File: config.mk
export PLATFORM = sky130hd
export DESIGN_NAME = sorted_task_table_flat
export DESIGN_NICKNAME = d
export VERILOG_FILES = /design/src/rtl/stt_pkg.sv /design/src/rtl/stt_cmd_if.sv /design/src/rtl/stt_rsp_if.sv /design/src/rtl/sorted_task_table.sv /design/src/rtl/stt_ram.sv /design/src/flat_wrapper.sv
export VERILOG_INCLUDE_DIRS = /design/src /design/src/rtl
export SDC_FILE = /design/constraint.sdc
export NUM_CORES = 1
export LEC_CHECK = 0
export ABC_AREA = 0
export ABC_CLOCK_PERIOD_IN_PS = 4500
export BUFFER_PORTS_ARGS = -buffer_cell sky130_fd_sc_hd__buf_4
export CORE_MARGIN = 3
export CORE_UTILIZATION = 45
export CTS_BUF_LIST = sky130_fd_sc_hd__clkbuf_4 sky130_fd_sc_hd__clkbuf_8
export DETAILED_ROUTE_END_ITERATION = 10
export GPL_TIMING_DRIVEN = 0
export PLACE_DENSITY = 0.68
export SETUP_SLACK_MARGIN = 0.3
export SLEW_MARGIN = 20
export SYNTH_ARGS = -nofsm -noshare
export SYNTH_HDL_FRONTEND = slang
export SYNTH_SLANG_ARGS = --single-unit
File: constraint.sdc
create_clock -name clk -period 4.5 [get_ports clk]
set_input_delay 0.45 -clock clk [delete_from_list [all_inputs] [get_ports clk]]
set_output_delay 0.45 -clock clk [all_outputs]
set_load 0.01 [all_outputs]
File: src/rtl/sorted_task_table_assert.svh
// ----------------------------------------------------------------------------
// sorted task table assertion macros
// concurrent check shorthands used by the table rtl
// ----------------------------------------------------------------------------
`ifndef SORTED_TASK_TABLE_ASSERT_SVH
`define SORTED_TASK_TABLE_ASSERT_SVH

// same-cycle implication under async reset
`define STT_ASSERT_IMP(lbl, ck, rn, ante, cons, msg) \
    lbl: assert property (@(posedge ck) disable iff (!rn) (ante) |-> (cons)) \
        else $error(msg);

// next-cycle implication under async reset
`define STT_ASSERT_NXT(lbl, ck, rn, ante, cons, msg) \
    lbl: assert property (@(posedge ck) disable iff (!rn) (ante) |=> (cons)) \
        else $error(msg);

`endif

File: src/rtl/stt_pkg.sv
// ----------------------------------------------------------------------------
// stt_pkg
// widths, codes and helpers for the sorted task table
// ----------------------------------------------------------------------------
`timescale 1ns / 1ps
`default_nettype none

package stt_pkg;

    localparam int DEPTH     = 16;
    localparam int ID_BITS   = 8;
    localparam int CMD_W     = 2;
    localparam int TASK_ID_W = 8;
    localparam int HOUR_W    = 5;
    localparam int STATUS_W  = 3;
    localparam int ADDR_W    = $clog2(DEPTH);
    localparam int CNT_W     = $clog2(DEPTH + 1);
    localparam int ENTRY_W   = ID_BITS + HOUR_W;
    localparam int MATCH_W   = 16;

    localparam logic [HOUR_W-1:0] HOUR_LIMIT = HOUR_W'(24);

    localparam logic [CMD_W-1:0] CMD_ADD    = 2'd0;
    localparam logic [CMD_W-1:0] CMD_EDIT   = 2'd1;
    localparam logic [CMD_W-1:0] CMD_REMOVE = 2'd2;
    localparam logic [CMD_W-1:0] CMD_LIST   = 2'd3;

    localparam logic [STATUS_W-1:0] ST_OK        = 3'd0;
    localparam logic [STATUS_W-1:0] ST_BAD_HOUR  = 3'd1;
    localparam logic [STATUS_W-1:0] ST_FULL      = 3'd2;
    localparam logic [STATUS_W-1:0] ST_NOT_FOUND = 3'd3;
    localparam logic [STATUS_W-1:0] ST_EMPTY     = 3'd4;

    typedef struct packed {
        logic [ID_BITS-1:0] id;
        logic [HOUR_W-1:0]  hour;
    } entry_t;

    function automatic logic id_match(logic [ID_BITS-1:0] stored,
                                      logic [TASK_ID_W-1:0] wanted);
        return MATCH_W'(stored) == MATCH_W'(wanted);
    endfunction

    function automatic logic [TASK_ID_W-1:0] id_field(logic [ID_BITS-1:0] id);
        return TASK_ID_W'(id);
    endfunction

endpackage

`default_nettype wire

File: src/rtl/stt_cmd_if.sv
// ----------------------------------------------------------------------------
// stt_cmd_if
// command channel of the sorted task table
// ----------------------------------------------------------------------------
`timescale 1ns / 1ps
`default_nettype none

interface stt_cmd_if import stt_pkg::*; ();

    logic                 valid;
    logic                 ready;
    logic [CMD_W-1:0]     command;
    logic [TASK_ID_W-1:0] task_id;
    logic [HOUR_W-1:0]    hour;

    modport source (output valid, output command, output task_id, output hour,
                    input ready);
    modport sink   (input valid, input command, input task_id, input hour,
                    output ready);

endinterface

`default_nettype wire

File: src/rtl/stt_rsp_if.sv
// ----------------------------------------------------------------------------
// stt_rsp_if
// result channel of the sorted task table
// ----------------------------------------------------------------------------
`timescale 1ns / 1ps
`default_nettype none

interface stt_rsp_if import stt_pkg::*; ();

    logic                 valid;
    logic                 ready;
    logic [STATUS_W-1:0]  status;
    logic [TASK_ID_W-1:0] entry_id;
    logic [HOUR_W-1:0]    entry_hour;
    logic                 last;

    modport source (output valid, output status, output entry_id,
                    output entry_hour, output last, input ready);
    modport sink   (input valid, input status, input entry_id,
                    input entry_hour, input last, output ready);

endinterface

`default_nettype wire

File: src/rtl/sorted_task_table.sv
// per command, with results held while the receiver stalls:
// add moves entries back a slot from the end while their hour >= the new hour, then writes it
// remove searches slots in order for the id and moves later entries up; edit also re-adds it
// list gives each entry in order; errors and an id not found give a single cleared result
// one item at a time: ready again the cycle after the last result is loaded
// asynchronous active-low reset empties the table and clears the id counter
// ----------------------------------------------------------------------------
// sorted_task_table
// task entries kept in ascending hour order, walked by a small sequencer
// ----------------------------------------------------------------------------
`timescale 1ns / 1ps
`default_nettype none
`include "sorted_task_table_assert.svh"

module sorted_task_table import stt_pkg::*; (
    input  wire logic clk,
    input  wire logic rst_n,
    stt_cmd_if.sink   req,
    stt_rsp_if.source rsp
);

    localparam int ST_W = 4;
    localparam logic [ST_W-1:0] S_IDLE    = 4'd0;
    localparam logic [ST_W-1:0] S_EMIT    = 4'd1;
    localparam logic [ST_W-1:0] S_FND_RD  = 4'd2;
    localparam logic [ST_W-1:0] S_FND_USE = 4'd3;
    localparam logic [ST_W-1:0] S_SHL_RD  = 4'd4;
    localparam logic [ST_W-1:0] S_SHL_USE = 4'd5;
    localparam logic [ST_W-1:0] S_RM_DONE = 4'd6;
    localparam logic [ST_W-1:0] S_INS_RD  = 4'd7;
    localparam logic [ST_W-1:0] S_INS_USE = 4'd8;
    localparam logic [ST_W-1:0] S_INS_WR  = 4'd9;
    localparam logic [ST_W-1:0] S_LST_RD  = 4'd10;
    localparam logic [ST_W-1:0] S_LST_USE = 4'd11;

    logic [ST_W-1:0]      state_reg, state_next;
    logic [CNT_W-1:0]     cnt_reg, cnt_next;
    logic [ID_BITS-1:0]   nid_reg, nid_next;
    logic [CNT_W-1:0]     idx_reg, idx_next;
    logic [CMD_W-1:0]     cmd_reg, cmd_next;
    logic [TASK_ID_W-1:0] tid_reg, tid_next;
    logic [HOUR_W-1:0]    hour_reg, hour_next;
    logic [ID_BITS-1:0]   eid_reg, eid_next;
    logic [HOUR_W-1:0]    ehour_reg, ehour_next;
    logic [STATUS_W-1:0]  res_st_reg, res_st_next;
    logic [ID_BITS-1:0]   res_id_reg, res_id_next;
    logic [HOUR_W-1:0]    res_hour_reg, res_hour_next;

    logic                 ov_reg, ov_next;
    logic [STATUS_W-1:0]  ost_reg, ost_next;
    logic [TASK_ID_W-1:0] oid_reg, oid_next;
    logic [HOUR_W-1:0]    ohour_reg, ohour_next;
    logic                 olast_reg, olast_next;

    logic                 ram_we, ram_re;
    logic [ADDR_W-1:0]    ram_waddr, ram_raddr;
    logic [ENTRY_W-1:0]   ram_wdata, ram_rdata;
    entry_t               rd_entry, new_entry;
    logic [CNT_W-1:0]     idx_inc, idx_inc2, idx_dec;
    logic                 out_free;

    stt_ram #(
        .WIDTH (ENTRY_W),
        .DEPTH (DEPTH)
    ) u_table (
        .clk   (clk),
        .we    (ram_we),
        .waddr (ram_waddr),
        .wdata (ram_wdata),
        .re    (ram_re),
        .raddr (ram_raddr),
        .rdata (ram_rdata)
    );

    assign rd_entry       = entry_t'(ram_rdata);
    assign new_entry.id   = eid_reg;
    assign new_entry.hour = hour_reg;
    assign idx_inc        = idx_reg + CNT_W'(1);
    assign idx_inc2       = idx_reg + CNT_W'(2);
    assign idx_dec        = idx_reg - CNT_W'(1);
    assign out_free       = !ov_reg || rsp.ready;

    assign req.ready      = (state_reg == S_IDLE);
    assign rsp.valid      = ov_reg;
    assign rsp.status     = ost_reg;
    assign rsp.entry_id   = oid_reg;
    assign rsp.entry_hour = ohour_reg;
    assign rsp.last       = olast_reg;

    always_comb
    begin
        state_next    = state_reg;
        cnt_next      = cnt_reg;
        nid_next      = nid_reg;
        idx_next      = idx_reg;
        cmd_next      = cmd_reg;
        tid_next      = tid_reg;
        hour_next     = hour_reg;
        eid_next      = eid_reg;
        ehour_next    = ehour_reg;
        res_st_next   = res_st_reg;
        res_id_next   = res_id_reg;
        res_hour_next = res_hour_reg;
        ov_next       = ov_reg && !rsp.ready;
        ost_next      = ost_reg;
        oid_next      = oid_reg;
        ohour_next    = ohour_reg;
        olast_next    = olast_reg;
        ram_we        = 1'b0;
        ram_re        = 1'b0;
        ram_waddr     = idx_reg[ADDR_W-1:0];
        ram_raddr     = idx_reg[ADDR_W-1:0];
        ram_wdata     = ram_rdata;

        unique case (state_reg)
            S_IDLE:
            begin
                if (req.valid)
                begin
                    cmd_next      = req.command;
                    tid_next      = req.task_id;
                    hour_next     = req.hour;
                    idx_next      = '0;
                    res_id_next   = '0;
                    res_hour_next = '0;
                    unique case (req.command) inside
                        CMD_ADD:
                        begin
                            if (req.hour == '0 || req.hour >= HOUR_LIMIT)
                            begin
                                res_st_next = ST_BAD_HOUR;
                                state_next  = S_EMIT;
                            end
                            else if (cnt_reg == CNT_W'(DEPTH))
                            begin
                                res_st_next = ST_FULL;
                                state_next  = S_EMIT;
                            end
                            else
                            begin
                                eid_next   = nid_reg;
                                nid_next   = nid_reg + ID_BITS'(1);
                                idx_next   = cnt_reg;
                                state_next = (cnt_reg == '0) ? S_INS_WR : S_INS_RD;
                            end
                        end
                        CMD_EDIT, CMD_REMOVE:
                        begin
                            if (cnt_reg == '0)
                            begin
                                res_st_next = ST_EMPTY;
                                state_next  = S_EMIT;
                            end
                            else
                            begin
                                state_next = S_FND_RD;
                            end
                        end
                        CMD_LIST:
                        begin
                            if (cnt_reg == '0)
                            begin
                                res_st_next = ST_EMPTY;
                                state_next  = S_EMIT;
                            end
                            else
                            begin
                                state_next = S_LST_RD;
                            end
                        end
                        default:
                        begin
                            state_next = S_IDLE;
                        end
                    endcase
                end
            end
            S_EMIT:
            begin
                if (out_free)
                begin
                    ov_next    = 1'b1;
                    ost_next   = res_st_reg;
                    oid_next   = id_field(res_id_reg);
                    ohour_next = res_hour_reg;
                    olast_next = 1'b1;
                    state_next = S_IDLE;
                end
            end
            S_FND_RD:
            begin
                ram_re     = 1'b1;
                state_next = S_FND_USE;
            end
            S_FND_USE:
            begin
                if (id_match(rd_entry.id, tid_reg))
                begin
                    eid_next   = rd_entry.id;
                    ehour_next = rd_entry.hour;
                    state_next = (idx_inc < cnt_reg) ? S_SHL_RD : S_RM_DONE;
                end
                else if (idx_inc == cnt_reg)
                begin
                    res_st_next   = ST_NOT_FOUND;
                    res_id_next   = '0;
                    res_hour_next = '0;
                    state_next    = S_EMIT;
                end
                else
                begin
                    idx_next   = idx_inc;
                    state_next = S_FND_RD;
                end
            end
            S_SHL_RD:
            begin
                ram_re     = 1'b1;
                ram_raddr  = idx_inc[ADDR_W-1:0];
                state_next = S_SHL_USE;
            end
            S_SHL_USE:
            begin
                ram_we     = 1'b1;
                idx_next   = idx_inc;
                state_next = (idx_inc2 < cnt_reg) ? S_SHL_RD : S_RM_DONE;
            end
            S_RM_DONE:
            begin
                cnt_next = cnt_reg - CNT_W'(1);
                if (cmd_reg == CMD_REMOVE)
                begin
                    res_st_next   = ST_OK;
                    res_id_next   = eid_reg;
                    res_hour_next = ehour_reg;
                    state_next    = S_EMIT;
                end
                else
                begin
                    idx_next   = cnt_reg - CNT_W'(1);
                    state_next = (cnt_reg == CNT_W'(1)) ? S_INS_WR : S_INS_RD;
                end
            end
            S_INS_RD:
            begin
                ram_re     = 1'b1;
                ram_raddr  = idx_dec[ADDR_W-1:0];
                state_next = S_INS_USE;
            end
            S_INS_USE:
            begin
                if (rd_entry.hour >= hour_reg)
                begin
                    ram_we     = 1'b1;
                    idx_next   = idx_dec;
                    state_next = (idx_dec == '0) ? S_INS_WR : S_INS_RD;
                end
                else
                begin
                    state_next = S_INS_WR;
                end
            end
            S_INS_WR:
            begin
                ram_we        = 1'b1;
                ram_wdata     = new_entry;
                cnt_next      = cnt_reg + CNT_W'(1);
                res_st_next   = ST_OK;
                res_id_next   = eid_reg;
                res_hour_next = hour_reg;
                state_next    = S_EMIT;
            end
            S_LST_RD:
            begin
                ram_re     = 1'b1;
                state_next = S_LST_USE;
            end
            S_LST_USE:
            begin
                if (out_free)
                begin
                    ov_next    = 1'b1;
                    ost_next   = ST_OK;
                    oid_next   = id_field(rd_entry.id);
                    ohour_next = rd_entry.hour;
                    olast_next = (idx_inc == cnt_reg);
                    idx_next   = idx_inc;
                    state_next = (idx_inc == cnt_reg) ? S_IDLE : S_LST_RD;
                end
            end
            default:
            begin
                state_next = S_IDLE;
            end
        endcase
    end

    always_ff @(posedge clk or negedge rst_n)
    begin
        if (!rst_n)
        begin
            state_reg <= S_IDLE;
            cnt_reg   <= '0;
            nid_reg   <= '0;
            ov_reg    <= 1'b0;
        end
        else
        begin
            state_reg <= state_next;
            cnt_reg   <= cnt_next;
            nid_reg   <= nid_next;
            ov_reg    <= ov_next;
        end
    end

    always_ff @(posedge clk)
    begin
        idx_reg      <= idx_next;
        cmd_reg      <= cmd_next;
        tid_reg      <= tid_next;
        hour_reg     <= hour_next;
        eid_reg      <= eid_next;
        ehour_reg    <= ehour_next;
        res_st_reg   <= res_st_next;
        res_id_reg   <= res_id_next;
        res_hour_reg <= res_hour_next;
        ost_reg      <= ost_next;
        oid_reg      <= oid_next;
        ohour_reg    <= ohour_next;
        olast_reg    <= olast_next;
    end

    `STT_ASSERT_IMP(a_cnt_range, clk, rst_n, 1'b1, cnt_reg <= CNT_W'(DEPTH),
        "entry count above table depth")
    `STT_ASSERT_NXT(a_cnt_hold, clk, rst_n,
        (state_reg != S_RM_DONE) && (state_reg != S_INS_WR), $stable(cnt_reg),
        "entry count changed outside remove or insert")
    `STT_ASSERT_NXT(a_nid_hold, clk, rst_n,
        !(req.valid && req.ready && req.command == CMD_ADD), $stable(nid_reg),
        "id counter moved without an add")
    `STT_ASSERT_IMP(a_err_last, clk, rst_n, rsp.valid && rsp.status != ST_OK,
        rsp.last && rsp.entry_id == '0 && rsp.entry_hour == '0,
        "error result not a single cleared item")

endmodule

`default_nettype wire

File: src/rtl/stt_ram.sv
// ----------------------------------------------------------------------------
// stt_ram
// generic single-write, single-read ram with registered read data
// ----------------------------------------------------------------------------
`timescale 1ns / 1ps
`default_nettype none

module stt_ram #(
    parameter int WIDTH = 8,
    parameter int DEPTH = 16
) (
    input  wire logic                     clk,
    input  wire logic                     we,
    input  wire logic [$clog2(DEPTH)-1:0] waddr,
    input  wire logic [WIDTH-1:0]         wdata,
    input  wire logic                     re,
    input  wire logic [$clog2(DEPTH)-1:0] raddr,
    output      logic [WIDTH-1:0]         rdata
);

    logic [WIDTH-1:0] mem [DEPTH];

    always_ff @(posedge clk)
    begin
        if (we)
        begin
            mem[waddr] <= wdata;
        end
        if (re)
        begin
            rdata <= mem[raddr];
        end
    end

endmodule

`default_nettype wire
File: src/flat_wrapper.sv
// flat-port wrapper written by rule: the top's interface ports become plain ports
module sorted_task_table_flat import stt_pkg::*;
  (clk, rst_n, req_valid, req_command, req_task_id, req_hour, req_ready, rsp_valid, rsp_status, rsp_entry_id, rsp_entry_hour, rsp_last, rsp_ready);
  stt_cmd_if req_i ();
  stt_rsp_if rsp_i ();
  input  wire logic clk;
  input  wire logic rst_n;
  input wire logic [$bits(req_i.valid)-1:0] req_valid;
  input wire logic [$bits(req_i.command)-1:0] req_command;
  input wire logic [$bits(req_i.task_id)-1:0] req_task_id;
  input wire logic [$bits(req_i.hour)-1:0] req_hour;
  output wire logic [$bits(req_i.ready)-1:0] req_ready;
  output wire logic [$bits(rsp_i.valid)-1:0] rsp_valid;
  output wire logic [$bits(rsp_i.status)-1:0] rsp_status;
  output wire logic [$bits(rsp_i.entry_id)-1:0] rsp_entry_id;
  output wire logic [$bits(rsp_i.entry_hour)-1:0] rsp_entry_hour;
  output wire logic [$bits(rsp_i.last)-1:0] rsp_last;
  input wire logic [$bits(rsp_i.ready)-1:0] rsp_ready;
  assign req_i.valid = req_valid;
  assign req_i.command = req_command;
  assign req_i.task_id = req_task_id;
  assign req_i.hour = req_hour;
  assign req_ready = req_i.ready;
  assign rsp_valid = rsp_i.valid;
  assign rsp_status = rsp_i.status;
  assign rsp_entry_id = rsp_i.entry_id;
  assign rsp_entry_hour = rsp_i.entry_hour;
  assign rsp_last = rsp_i.last;
  assign rsp_i.ready = rsp_ready;
  sorted_task_table u_core (.clk(clk), .rst_n(rst_n), .req(req_i), .rsp(rsp_i));
endmodule
==> results of run 1 <==
cells in the final DEF (no fill, tap or decap), types with 13 or more instances in the layout:
| master | instances |
|---|---|
| sky130_fd_sc_hd__buf_2 | 20 |
| sky130_fd_sc_hd__clkbuf_4 | 17 |
| sky130_fd_sc_hd__edfxtp_1 | 287 |
| sky130_fd_sc_hd__buf_4 | 43 |
| sky130_fd_sc_hd__xnor2_1 | 23 |
| sky130_fd_sc_hd__and3_1 | 31 |
| sky130_fd_sc_hd__dfrtp_1 | 18 |
| sky130_fd_sc_hd__a31o_1 | 26 |
| sky130_fd_sc_hd__nand2_1 | 148 |
| sky130_fd_sc_hd__o21ai_0 | 70 |
| sky130_fd_sc_hd__ha_1 | 33 |
| sky130_fd_sc_hd__clkbuf_8 | 53 |
| sky130_fd_sc_hd__o22ai_1 | 19 |
| sky130_fd_sc_hd__mux2_2 | 13 |
| sky130_fd_sc_hd__nand3_1 | 36 |
| sky130_fd_sc_hd__a211oi_1 | 27 |
| sky130_fd_sc_hd__clkbuf_1 | 46 |
| sky130_fd_sc_hd__nor2_2 | 14 |
| sky130_fd_sc_hd__inv_1 | 24 |
| sky130_fd_sc_hd__a32oi_1 | 53 |
| sky130_fd_sc_hd__nor2_1 | 25 |
layout make-up:
class,instances,area [sq um]
Clock inverter,23,226.5
Fill cell,2515,14100
Multi-Input combinational cell,662,4415
Sequential cell,305,9069
Tap cell,390,488.0
Inverter,26,97.59
Buffer,69,305.3
Clock buffer,70,857.1
Timing Repair Buffer,49,390.4
routing by layer:
metal / GRT usage, % / wire (microns) / part of all wire, %
met1: 31.18 / 15770 / 43
met2: 34.46 / 16600 / 45
met3: 3.664 / 3053 / 8.4
met4: 7.526 / 1100 / 3.0
met5: 0 / 0 / 0
per-stage QoR:
step / hold slack [ps] / cell area [sq um] / std cells / setup slack [ps] / utilization (%)
after floorplan: 154.4 / 13800 / 1062 / 1354 / -
after global placement: 356.4 / 14570 / 1489 / 152.6 / 48.64
after detailed placement: 350.2 / 14750 / 1500 / 474.0 / 49.25
after CTS: 16.46 / 15850 / 1594 / 461.7 / 52.90
after global routing: 12.09 / 15850 / 1594 / 349.8 / 52.91
final: 38.23 / 15850 / 1594 / 619.3 / 52.91
worst max-delay path, cell delays in order (launching register included):
cell	delay, ps
sky130_fd_sc_hd__edfxtp_1	490
sky130_fd_sc_hd__clkbuf_1	570
sky130_fd_sc_hd__nand3_1	290
sky130_fd_sc_hd__xnor2_1	200
sky130_fd_sc_hd__ha_1	300
sky130_fd_sc_hd__nand4_1	80
sky130_fd_sc_hd__or2_2	350
sky130_fd_sc_hd__o21ai_0	310
sky130_fd_sc_hd__o311a_2	470
sky130_fd_sc_hd__a21boi_0	470
cell families (layout without fill, tap and decap cells):
| kind of cell | after synthesis | count (layout) | share of synthesized area [%] |
|---|---|---|---|
| compound gates | 270 | 270 | 14.46 |
| xor+xnor | 31 | 31 | 2.130 |
| fa+ha+maj | 33 | 33 | 2.991 |
| buf+inv | 95 | 237 | 2.919 |
| flops | 305 | 305 | 65.70 |
| mux | 14 | 14 | 1.133 |
| simple gates | 314 | 314 | 10.67 |
synth_stat cells, drive strengths merged, types with 14 or more instances:
master,count
a211oi,27
a221oi,14
dfrtp,18
nor2,39
ha,33
nor3,15
nand2,148
and3,31
nand3,37
o22ai,19
edfxtp,287
and2,14
a31o,26
buf,23
xnor2,25
clkbuf,46
inv,26
a32oi,53
o21ai,81
report_power, final:
| part | total, mW | internal, mW | switching [mW] |
|---|---|---|---|
| logic | 4.65 | 1.50 | 3.15 |
| registers | 4.26 | 3.99 | 0.269 |
| clock network | 2.59 | 1.47 | 1.12 |
| total | 11.5 | 6.96 | 4.54 |
repair_timing:
action	4_1_cts	5_1_grt
resized for setup	0	1
endpoints found under the hold margin	18	0
hold buffers	1	0
endpoints found under the setup margin	0	3
final timing paths:
| check | endpoint | cells past startpoint | slack, ps | startpoint |
|---|---|---|---|---|
| max | u_core.res_st_reg[1] | 9 | 620 | u_core.idx_reg[2] |
| min | u_core.tid_reg[1] | 1 | 40 | req_task_id[1] |
| max reg2reg | u_core.res_st_reg[1] | 9 | 620 | u_core.idx_reg[2] |
| min reg2reg | u_core.ehour_reg[0] | 0 | 460 | u_core.u_table.rdata[0] |
| max in group asynchronous | u_core.cnt_reg[3] | 2 | 3960 | rst_n |
| min in group asynchronous | u_core.nid_reg[3] | 2 | 300 | rst_n |
==> results.md, run 1 <==
| Group | Quantity | This run |
|---|---|---|
| outcome | Outcome | completed |
| setup path | Highest fanout seen on the critical path | 14 |
| sta | Max-slew violation count | 0 |
| sta | Final clock period utilization by the worst path | 86.24% |
| floorplan | Chip Width | 181.1 microns |
| setup path | Data arrival time of the critical path | 4090 ps |
| layout | Diodes inserted | 0 |
| sta | Number of hold violations in the final report | 0 |
| synth | Primary flip-flop cell chosen by synthesis mapping | sky130_fd_sc_hd__edfxtp_1 |
| synth | Number of synthesized flops with an enable pin | 287 |
| placement | Placer's final routability congestion estimate | 0.9629 |
| floorplan | Floorplan die height | 181.1 microns |
| clock tree | Clock net sink count | 305 |
| clock tree | Number of buffers inserted by post-CTS setup repair | 0 |
| clock tree | Clock slew at reported path FFs | 60 ps |
| sta | Transition time at the pin with the least slew margin | 975.5 ps |
| clock tree | Clock tree from TritonCTS | done |
| synth | Leading cell types by total area after synthesis | sky130_fd_sc_hd__edfxtp_1, sky130_fd_sc_hd__nand2_1, sky130_fd_sc_hd__a32oi_1 |
| floorplan | Area of the die | 32,810 sq um |
| layout | Layout cell share with drive strength beyond 1 | 18.11% |
| synth | Cell taking the most area after synthesis | sky130_fd_sc_hd__edfxtp_1 |
| global routing | Total track usage | 21.93% |
| global routing | Final global-route overflow total | 0 |
| layout | Number of flip-flops in the largest register | 208 |
| drt | Number of remaining DRC errors | 0 |
| clock tree | Root buffer cell | sky130_fd_sc_hd__clkbuf_8 |
| synth | Fraction of synthesis flops using an asynchronous set or reset pin | 5.902% |
| sta | Fmax | 257.7 MHz |
| clock tree | Number of buffers added by the clock tree synthesis step | 50 |
| placement | Half-perimeter wire length after detailed placement | 24.77 mm |
| floorplan | Initial standard-cell utilization of the core | 46.08% |
| power | Power Total | 11.50 mW |
| clock tree | Clock latency on the worst-skew pair | 590 ps |
| clock tree | Number of buffers on the longest clock path | 3 |
| clock tree | Maximum level of the CTS H-tree | 2 |
| global routing | Antenna violations before repair | 0 |
| synth | Register bit count reported by yosys | 305 |
| drt | Number of DRC markers in iteration 0 | 1,227 |
| setup path | Type of destination of the critical path | flip-flop |
| sta | Max-slew headroom at the worst pin | 34.96% |
| power | Leakage Power | 5.567 nW |
| global routing | Maximum number of pins on one net before global-route repair | 19 |
| sta | Setup total negative slack | 0 ps |
| setup path | Crit Path Category | reg -> reg |
| drt | WL per Instance | 22.91 microns |
| drt | Total length of routed wires | 36.52 mm |
| drt | Drt first pass iters | 7 |
| synth | Mean post-synth cell area | 13.00 sq um |
| synth | Cells after synthesis | 1,062 |
| sta | Final setup vio count | 0 |
| floorplan | Count of pins on the block boundary | 38 |
| job | Maximum capacitance violations | 0 |
| floorplan | Total core area | 29,950 sq um |
| synth | Number of distinct library cell variants in the gate-level netlist after synthesis | 71 |
| setup path | Startpoint kind of the worst setup timing path | flip-flop |
| drt | Number of antenna-violating nets in the routed design | 0 |
| synth | Syn Std Cell Area | 13,800 sq um |
| setup path | Worst path required time | 4710 ps |
| placement | Input/output buffers | 37 |
| synth | Number of warnings reported in the yosys synthesis log | 0 |
| hold path | Worst min-delay path category | in -> reg |
| synth | Number of nets in the synthesized netlist | 1,114 |
| synth | Top cell type's share of synthesized area | 62.44% |
| layout | Layout-stage area growth over the synthesis result | 14.82% |
| layout | Net count, final | 1,215 |
| synth | Sequential cell area fraction in the yosys report | 65.70% |
| global routing | Number of global-route vias before repair | 9,606 |
| sta | Final Critical Period | 3881 ps |
| power | Worst supply voltage drop on vdd | 0.2959 mV |
| sta | Clock Skews | 33.09 ps |
| layout | Biggest register | u_core.u_table.mem |
| sta | RSZ-0062 raised after global routing | no |
| power | PwrDens | 725.5 nW/um^2 |
| drt | Vias per std cell | 6.057 |
| global routing | First-pass GRT wire length | 56.13 mm |
| layout | Largest regs | u_core.u_table.mem (208), u_core.u_table.rdata (13) |
| floorplan | Cell Rows | 63 |
| drt | DR vias | 9,655 |
Note: power is estimated with default switching activity, not from simulation.
==> inputs of run 2 (changes only) <==
--- a/config.mk
+++ b/config.mk
@@ -7,7 +7,7 @@
 export NUM_CORES = 1
 export LEC_CHECK = 0
 export ABC_AREA = 0
-export ABC_CLOCK_PERIOD_IN_PS = 4500
+export ABC_CLOCK_PERIOD_IN_PS = 3600
 export BUFFER_PORTS_ARGS = -buffer_cell sky130_fd_sc_hd__buf_4
 export CORE_MARGIN = 3
 export CORE_UTILIZATION = 45
==> constraint.sdc (replaced) <==
create_clock -name clk -period 3.6 [get_ports clk]
set_input_delay 0.36 -clock clk [delete_from_list [all_inputs] [get_ports clk]]
set_output_delay 0.36 -clock clk [all_outputs]
set_load 0.01 [all_outputs]
==> results.md, run 2 (same netlist as run 1, synthesis figures left out) <==
| Group | Quantity | This run | Delta |
|---|---|---|---|
| sta | Clock Skews | 30.17 ps | -2.925 ps |
| setup path | Highest fanout seen on the critical path | 13 | -1 |
| setup path | Series of cell instances along the critical path | buf_6 -> inv_1 -> and3_1 -> clkbuf_1 -> nand2_1 -> o32ai_1 -> nand2_1 -> nor2_2 |  |
| placement | Number of placed instances, taps included | 1,500 | unchanged |
| setup path | Crit Path Category | reg -> reg |  |
| floorplan | Cell Rows | 63 | unchanged |
| layout | Most frequent standard cell in the layout excluding fill and tap cells | sky130_fd_sc_hd__edfxtp_1 |  |
| drt | DR vias | 9,719 | +0.66% |
| clock tree | Number of buffers added by the clock tree synthesis step | 50 | unchanged |
| sta | Worst Hold Slack | 174.9 ps | +136.7 ps |
| drt | Total length of routed wires | 36.90 mm | +1.1% |
| power | Leakage Power | 5.733 nW | +3.0% |
| drt | Number of antenna-violating nets in the routed design | 0 | unchanged |
| drt | Number of DRC markers in iteration 0 | 1,190 | -3.0% |
| clock tree | Clock tree from TritonCTS | done |  |
| global routing | Maximum number of pins on one net before global-route repair | 19 | unchanged |
| global routing | First-pass GRT wire length | 56.59 mm | +0.82% |
| sta | Number of hold violations in the final report | 0 | unchanged |
| setup path | CP max-delay cell | sky130_fd_sc_hd__nor2_2 |  |
| power | PwrDens | 899.2 nW/um^2 | +24% |
| drt | Drt first pass iters | 8 | +1 |
| floorplan | Initial standard-cell utilization of the core | 46.08% | unchanged |
| layout | Commonest non-fill, non-tap cells in the layout | sky130_fd_sc_hd__edfxtp_1, sky130_fd_sc_hd__nand2_1, sky130_fd_sc_hd__o21ai_0 |  |
| placement | Post-place setup slack | -426.0 ps | -900.0 ps |
| setup path | Data arrival time of the critical path | 3570 ps | -520 ps |
| clock tree | Maximum level of the CTS H-tree | 2 | unchanged |
| floorplan | Count of pins on the block boundary | 38 | unchanged |
| sta | Fmax | 297.0 MHz | +15% |
| global routing | Final global-route overflow total | 0 | unchanged |
| sta | Final clock period utilization by the worst path | 93.54% | +7.3 points |
| layout | Finished Layout Cells | 1,617 | +1.4% |
| clock tree | Clock latency on the worst-skew pair | 590 ps | about the same |
| placement | Placer's final routability congestion estimate | 0.9629 | unchanged |
| setup path | Largest incremental delay on the critical path | 760 ps | +190 ps |
| placement | Half-perimeter wire length after detailed placement | 24.77 mm | unchanged |
| clock tree | Root buffer cell | sky130_fd_sc_hd__clkbuf_8 |  |
| drt | Number of remaining DRC errors | 0 | unchanged |
| power | Worst supply voltage drop on vdd | 0.3708 mV | +25% |
| setup path | Worst path required time | 3800 ps | -910 ps |
| layout | Net count, final | 1,238 | +1.9% |
| global routing | Number of global-route vias before repair | 9,713 | +1.1% |
| floorplan | Floorplan die height | 181.1 microns | unchanged |
| floorplan | Total core area | 29,950 sq um | unchanged |
| setup path | Type of destination of the critical path | flip-flop |  |
| layout | Biggest register | u_core.u_table.mem |  |
| floorplan | Area of the die | 32,810 sq um | unchanged |
| sta | Transition time at the pin with the least slew margin | 1023 ps | +47.73 ps |
| floorplan | Chip Width | 181.1 microns | unchanged |
| sta | Max-slew violation count | 0 | unchanged |
| sta | Final setup vio count | 0 | unchanged |
| layout | Layout-stage area growth over the synthesis result | 17.31% |  |
| clock tree | Clock net sink count | 305 | unchanged |
| sta | Final Critical Period | 3367 ps | -513.4 ps |
| drt | Vias per std cell | 6.011 | -0.77% |
| hold path | Worst min-delay path category | in -> reg |  |
| drt | WL per Instance | 22.82 microns | -0.38% |
| global routing | Antenna violations before repair | 0 | unchanged |
| layout | Number of flip-flops in the largest register | 208 | unchanged |
| setup path | Startpoint kind of the worst setup timing path | flip-flop |  |
| layout | Diodes inserted | 0 | unchanged |
| power | Power Total | 14.56 mW | +27% |
| outcome | Outcome | completed |  |
| placement | Input/output buffers | 37 | unchanged |
| layout | Layout cell share with drive strength beyond 1 | 20.13% | +2.0 points |
| layout | Largest regs | u_core.u_table.mem (208), u_core.u_table.rdata (13) |  |
| clock tree | Number of buffers on the longest clock path | 3 | unchanged |
| sta | Max-slew headroom at the worst pin | 31.26% | -3.7 points |
| setup path | Most prevalent standard cell on the critical path | sky130_fd_sc_hd__nand2_1 |  |
| sta | RSZ-0062 raised after global routing | yes |  |
| sta | Worst Setup Slack, final | 232.7 ps | -386.6 ps |
| clock tree | Clock slew at reported path FFs | 60 ps | about the same |
| global routing | Total track usage | 22.08% | +0.14 points |
| job | Maximum capacitance violations | 0 | unchanged |
| sta | Setup total negative slack | 0 ps | unchanged |
-- run 2: path summary, 6_finish.rpt --
check | from | end | slack, ps | cells past startpoint
max in group asynchronous | rst_n | u_core.cnt_reg[3] | 3160 | 2
worst min-delay path | rsp_ready | u_core.rsp.valid | 170 | 3
worst max-delay path | u_core.state_reg[0] | u_core.u_table.mem[4][7] | 230 | 8
worst max register to register | u_core.state_reg[0] | u_core.u_table.mem[4][7] | 230 | 8
worst min register to register | u_core.u_table.rdata[0] | u_core.ehour_reg[0] | 460 | 0
min in group asynchronous | rst_n | u_core.rsp.valid | 210 | 2
-- run 2: worst max-delay path, delay by kind of cell, from the launching register on --
| family | cells | cell delay, ps |
|---|---|---|
| buf+inv | 3 | 690 |
| simple gates | 4 | 1550 |
| compound gates | 1 | 330 |
| flops | 1 | 420 |
-- run 2: cell type report --
type                       count  area [sq um]
sequential                   305          9069
inverter                      26         97.59
buffer                        69         331.6
multi-input combinational    662          4523
fill                        2458         13760
clock buffer                  70         857.1
clock inverter                23         226.5
timing repair buffer          72         600.6
tap                          390         488.0
-- run 2: metrics by stage --
stage | cell area (sq um) | util, %
CTS | 16060 | 53.62
global route | 16190 | 54.06
detailed placement | 14750 | 49.25
global placement | 14570 | 48.64
floorplan | 13800 | -
finish | 16190 | 54.06
-- run 2: routing by layer --
layer | GRT usage [%] | wire length (microns) | vias up
li1 | - | - | 4358
met1 | 31.23 | 15570 | 4773
met2 | 34.90 | 16990 | 506
met3 | 3.745 | 3309 | 82
met4 | 7.434 | 1032 | 0
met5 | 0 | 0 | -
-- run 2: power breakdown --
| group | leakage [nW] | internal, mW | switching, mW |
|---|---|---|---|
| clock network | 0.575 | 1.84 | 1.40 |
| registers | 2.85 | 4.99 | 0.319 |
| logic | 2.31 | 1.98 | 4.04 |
-- run 2: repair_timing --
| item | CTS | global route |
|---|---|---|
| pin swaps | 0 | 2 |
| setup endpoints to repair | 53 | 200 |
| hold buffers | 16 | 0 |
| gates resized for setup | 18 | 32 |
| buffers inserted | 3 | 5 |
| hold endpoints to repair | 33 | 0 |
==> inputs of run 3 (changes only) <==
--- a/config.mk
+++ b/config.mk
@@ -6,7 +6,7 @@
 export SDC_FILE = /design/constraint.sdc
 export NUM_CORES = 1
 export LEC_CHECK = 0
-export ABC_AREA = 0
+export ABC_AREA = 1
 export ABC_CLOCK_PERIOD_IN_PS = 3600
 export BUFFER_PORTS_ARGS = -buffer_cell sky130_fd_sc_hd__buf_4
 export CORE_MARGIN = 3
==> results.md, run 3 <==
| Group | Quantity | This run | Delta |
|---|---|---|---|
| layout | Number of flip-flops in the largest register | 208 | unchanged |
| layout | Biggest register | u_core.u_table.mem |  |
| drt | Number of remaining DRC errors | 0 | unchanged |
| layout | Layout-stage area growth over the synthesis result | 15.11% |  |
| setup path | Kind of cell adding the most delay to the critical path | simple AND/OR/NAND/NOR gates |  |
| setup path | Data arrival time of the critical path | 3280 ps | -290 ps |
| power | Leakage Power | 6.861 nW | +20% |
| synth | Cell taking the most area after synthesis | sky130_fd_sc_hd__edfxtp_1 |  |
| placement | Number of placed instances, taps included | 1,830 | +22% |
| layout | Util after Layout | 53.40% | -0.66 points |
| power | Proportion of power drawn by combinational gates | 41.7% | +0.4 points |
| placement | Placer's final routability congestion estimate | 0.9531 | -1.0% |
| floorplan | Area of the die | 33,270 sq um | +1.4% |
| sta | Final clock period utilization by the worst path | 85.63% | -7.9 points |
| synth | Number of distinct library cell variants in the gate-level netlist after synthesis | 36 | -49% |
| floorplan | Total core area | 30,190 sq um | +0.79% |
| job | Maximum capacitance violations | 0 | unchanged |
| synth | Leading cell types by total area after synthesis | sky130_fd_sc_hd__edfxtp_1, sky130_fd_sc_hd__nand2_1, sky130_fd_sc_hd__nand3_1 |  |
| drt | Total length of routed wires | 34.32 mm | -7.0% |
| clock tree | Root buffer cell | sky130_fd_sc_hd__clkbuf_8 |  |
| synth | Most common cell in the netlist | sky130_fd_sc_hd__nand2_1 |  |
| clock tree | Clock slew at reported path FFs | 70 ps | about the same |
| setup path | CP max-delay cell | sky130_fd_sc_hd__nor2_2 |  |
| setup path | Crit Path Category | reg -> reg |  |
| drt | Drt first pass iters | 5 | -3 |
| global routing | Maximum number of pins on one net before global-route repair | 22 | +3 |
| synth | Number of warnings reported in the yosys synthesis log | 0 | unchanged |
| synth | Primary flip-flop cell chosen by synthesis mapping | sky130_fd_sc_hd__edfxtp_1 |  |
| power | Switching portion of total power | 40.70% | +1.2 points |
| setup path | Largest incremental delay on the critical path | 560 ps | -200 ps |
| sta | Fmax | 324.4 MHz | +9.2% |
| clock tree | Clock net sink count | 305 | unchanged |
| power | Clock network fraction of design power | 20.9% | -1.3 points |
| sta | RSZ-0062 raised after global routing | no |  |
| synth | Sequential cell area fraction in the yosys report | 64.75% | -0.95 points |
| synth | Number of synthesized flops with an enable pin | 287 | unchanged |
| clock tree | Clock tree from TritonCTS | done |  |
| synth | Top cell type's share of synthesized area | 61.54% | -0.90 points |
| sta | Max-slew violation count | 0 | unchanged |
| drt | WL per Instance | 17.75 microns | -22% |
| global routing | First-pass GRT wire length | 53.12 mm | -6.1% |
| sta | Final setup vio count | 0 | unchanged |
| setup path | Startpoint kind of the worst setup timing path | flip-flop |  |
| sta | Number of hold violations in the final report | 0 | unchanged |
| synth | Mean post-synth cell area | 10.07 sq um | -23% |
| synth | Syn Std Cell Area | 14,000 sq um | +1.5% |
| setup path | Worst path required time | 3800 ps | about the same |
| global routing | Antenna violations before repair | 0 | unchanged |
| floorplan | Cell Rows | 63 | unchanged |
| synth | Number of nets in the synthesized netlist | 1,443 | +30% |
| hold path | Worst min-delay path category | in -> async |  |
| global routing | Number of global-route vias before repair | 9,696 | -0.18% |
| clock tree | Maximum level of the CTS H-tree | 2 | unchanged |
| clock tree | Number of buffers added by the clock tree synthesis step | 49 | -2.0% |
| drt | Vias per std cell | 5.182 | -14% |
| clock tree | Number of buffers on the longest clock path | 3 | unchanged |
| layout | Net count, final | 1,560 | +26% |
| floorplan | Count of pins on the block boundary | 38 | unchanged |
| global routing | Final global-route overflow total | 0 | unchanged |
| sta | Transition time at the pin with the least slew margin | 885.5 ps | -137.8 ps |
| setup path | Buffer and inverter count on the worst path | 5 | +2 |
| sta | Max-slew headroom at the worst pin | 40.74% | +9.5 points |
| power | Switching power of the nets | 5.700 mW | -0.91% |
| clock tree | Clock latency on the worst-skew pair | 580 ps | about the same |
| power | Power Total | 14.01 mW | -3.8% |
| sta | Clock Skews | 44.28 ps | +14.11 ps |
| power | PwrDens | 868.8 nW/um^2 | -3.4% |
| synth | Most frequent cells after synthesis | sky130_fd_sc_hd__nand2_1, sky130_fd_sc_hd__edfxtp_1, sky130_fd_sc_hd__inv_1 |  |
| drt | Number of DRC markers in iteration 0 | 852 | -28% |
| synth | Fraction of synthesis flops using an asynchronous set or reset pin | 5.902% | unchanged |
| layout | Finished Layout Cells | 1,933 | +20% |
| synth | Register bit count reported by yosys | 305 | unchanged |
| drt | DR vias | 10,020 | +3.1% |
| layout | Layout cell share with drive strength beyond 1 | 13.29% | -6.8 points |
| outcome | Outcome | completed |  |
| power | Worst supply voltage drop on vdd | 0.3656 mV | -1.4% |
| layout | Largest regs | u_core.u_table.mem (208), u_core.u_table.rdata (13) |  |
| power | Power Internal | 8.306 mW | -5.7% |
| floorplan | Chip Width | 182.4 microns | +0.70% |
| power | Sequential power share | 37.5% | +1.1 points |
| setup path | Series of cell instances along the critical path | buf_2 -> nand2_1 -> inv_1 -> nand2_1 -> xor2_1 -> inv_1 -> ha_1 -> nand2_1 -> inv_1 -> nand4_1 -> inv_1 -> a21oi_1 -> nor2_2 |  |
| sta | Final Critical Period | 3083 ps | -284.7 ps |
| synth | Cells after synthesis | 1,391 | +31% |
| floorplan | Floorplan die height | 182.4 microns | +0.70% |
| layout | Commonest non-fill, non-tap cells in the layout | sky130_fd_sc_hd__nand2_1, sky130_fd_sc_hd__edfxtp_1, sky130_fd_sc_hd__inv_1 |  |
| layout | Fill cells | 2,606 | +6.0% |
| placement | Half-perimeter wire length after detailed placement | 24.63 mm | -0.55% |
| layout | Most frequent standard cell in the layout excluding fill and tap cells | sky130_fd_sc_hd__nand2_1 |  |
| setup path | Type of destination of the critical path | flip-flop |  |
| floorplan | Initial standard-cell utilization of the core | 46.39% | +0.31 points |
| layout | Diodes inserted | 0 | unchanged |
| setup path | Highest fanout seen on the critical path | 13 | unchanged |
| setup path | Most prevalent standard cell on the critical path | sky130_fd_sc_hd__inv_1 |  |
| global routing | Total track usage | 20.67% | -1.4 points |
| placement | Input/output buffers | 37 | unchanged |
| drt | Number of antenna-violating nets in the routed design | 0 | unchanged |
-- run 3: metal layers --
metal	wire [microns]	global-route usage, %	vias to the layer above
met1	14510	27.97	4708
met4	1196	7.952	0
met3	2528	3.747	86
li1	-	-	4839
met2	16080	33.44	384
met5	0	0	-
-- run 3: final timing paths --
kind / cells past startpoint / end / slack, ps / startpoint
max in group asynchronous: 2 / u_core.cnt_reg[3] / 3170 / rst_n
setup reg to reg: 13 / u_core.res_id_reg[5] / 520 / u_core.idx_reg[2]
min in group clk: 3 / u_core.tid_reg[4] / 300 / req_valid
hold / removal: 2 / u_core.rsp.valid / 190 / rst_n
setup / recovery: 13 / u_core.res_id_reg[5] / 520 / u_core.idx_reg[2]
hold reg to reg: 0 / u_core.ehour_reg[0] / 450 / u_core.u_table.rdata[0]
-- run 3: timing repair --
| item | CTS | global route |
|---|---|---|
| gates cloned | 0 | 0 |
| hold buffers | 17 | 0 |
| setup endpoints to repair | 13 | 13 |
| buffers inserted | 0 | 0 |
| gates resized for setup | 1 | 1 |
| hold endpoints to repair | 34 | 0 |
| pin swaps | 0 | 0 |
-- run 3: cell type report --
type / instances / area, sq um / share of cell area (%)
inverters: 148 / 555.5 / 3.446
flip-flops and latches: 305 / 9069 / 56.26
multi-input cells: 890 / 4217 / 26.16
clock buffers: 66 / 802.0 / 4.975
plain buffers: 48 / 261.5 / 1.622
well taps: 390 / 488.0 / 3.027
clock inverters: 20 / 148.9 / 0.9236
repair buffers: 66 / 579.3 / 3.594
-- run 3: per-stage QoR --
step           cell area, sq um  worst slack [ps]  TNS [ps]  hold WS, ps
5_1_grt                   16120             341.9         0        182.1
4_1_cts                   16090             382.8         0        160.0
2_1_floorplan             14000             961.5         0        64.41
6_report                  16120             517.3         0        186.2
3_5_place_dp              14970             206.8         0        248.7
3_3_place_gp              14770            -369.2    -43120        251.0
-- run 3: cell families after synthesis --
| logic type | share of synthesized area [%] |
|---|---|
| compound gates | 2.957 |
| xor+xnor | 1.063 |
| fa+ha+maj | 2.948 |
| buf+inv | 5.834 |
| flops | 64.75 |
| mux | 0.07148 |
| simple gates | 22.37 |
-- run 3: power groups by stage --
stage / Clock, mW / Sequential [mW] / Combinational (mW)
3_3_place_gp: 0 / 5.36 / 5.40
6_report: 2.92 / 5.25 / 5.84
4_1_cts: 2.98 / 5.25 / 5.79
2_1_floorplan: 0 / 5.27 / 3.58
5_1_grt: 3.15 / 5.29 / 6.48
3_5_place_dp: 0 / 5.32 / 5.76
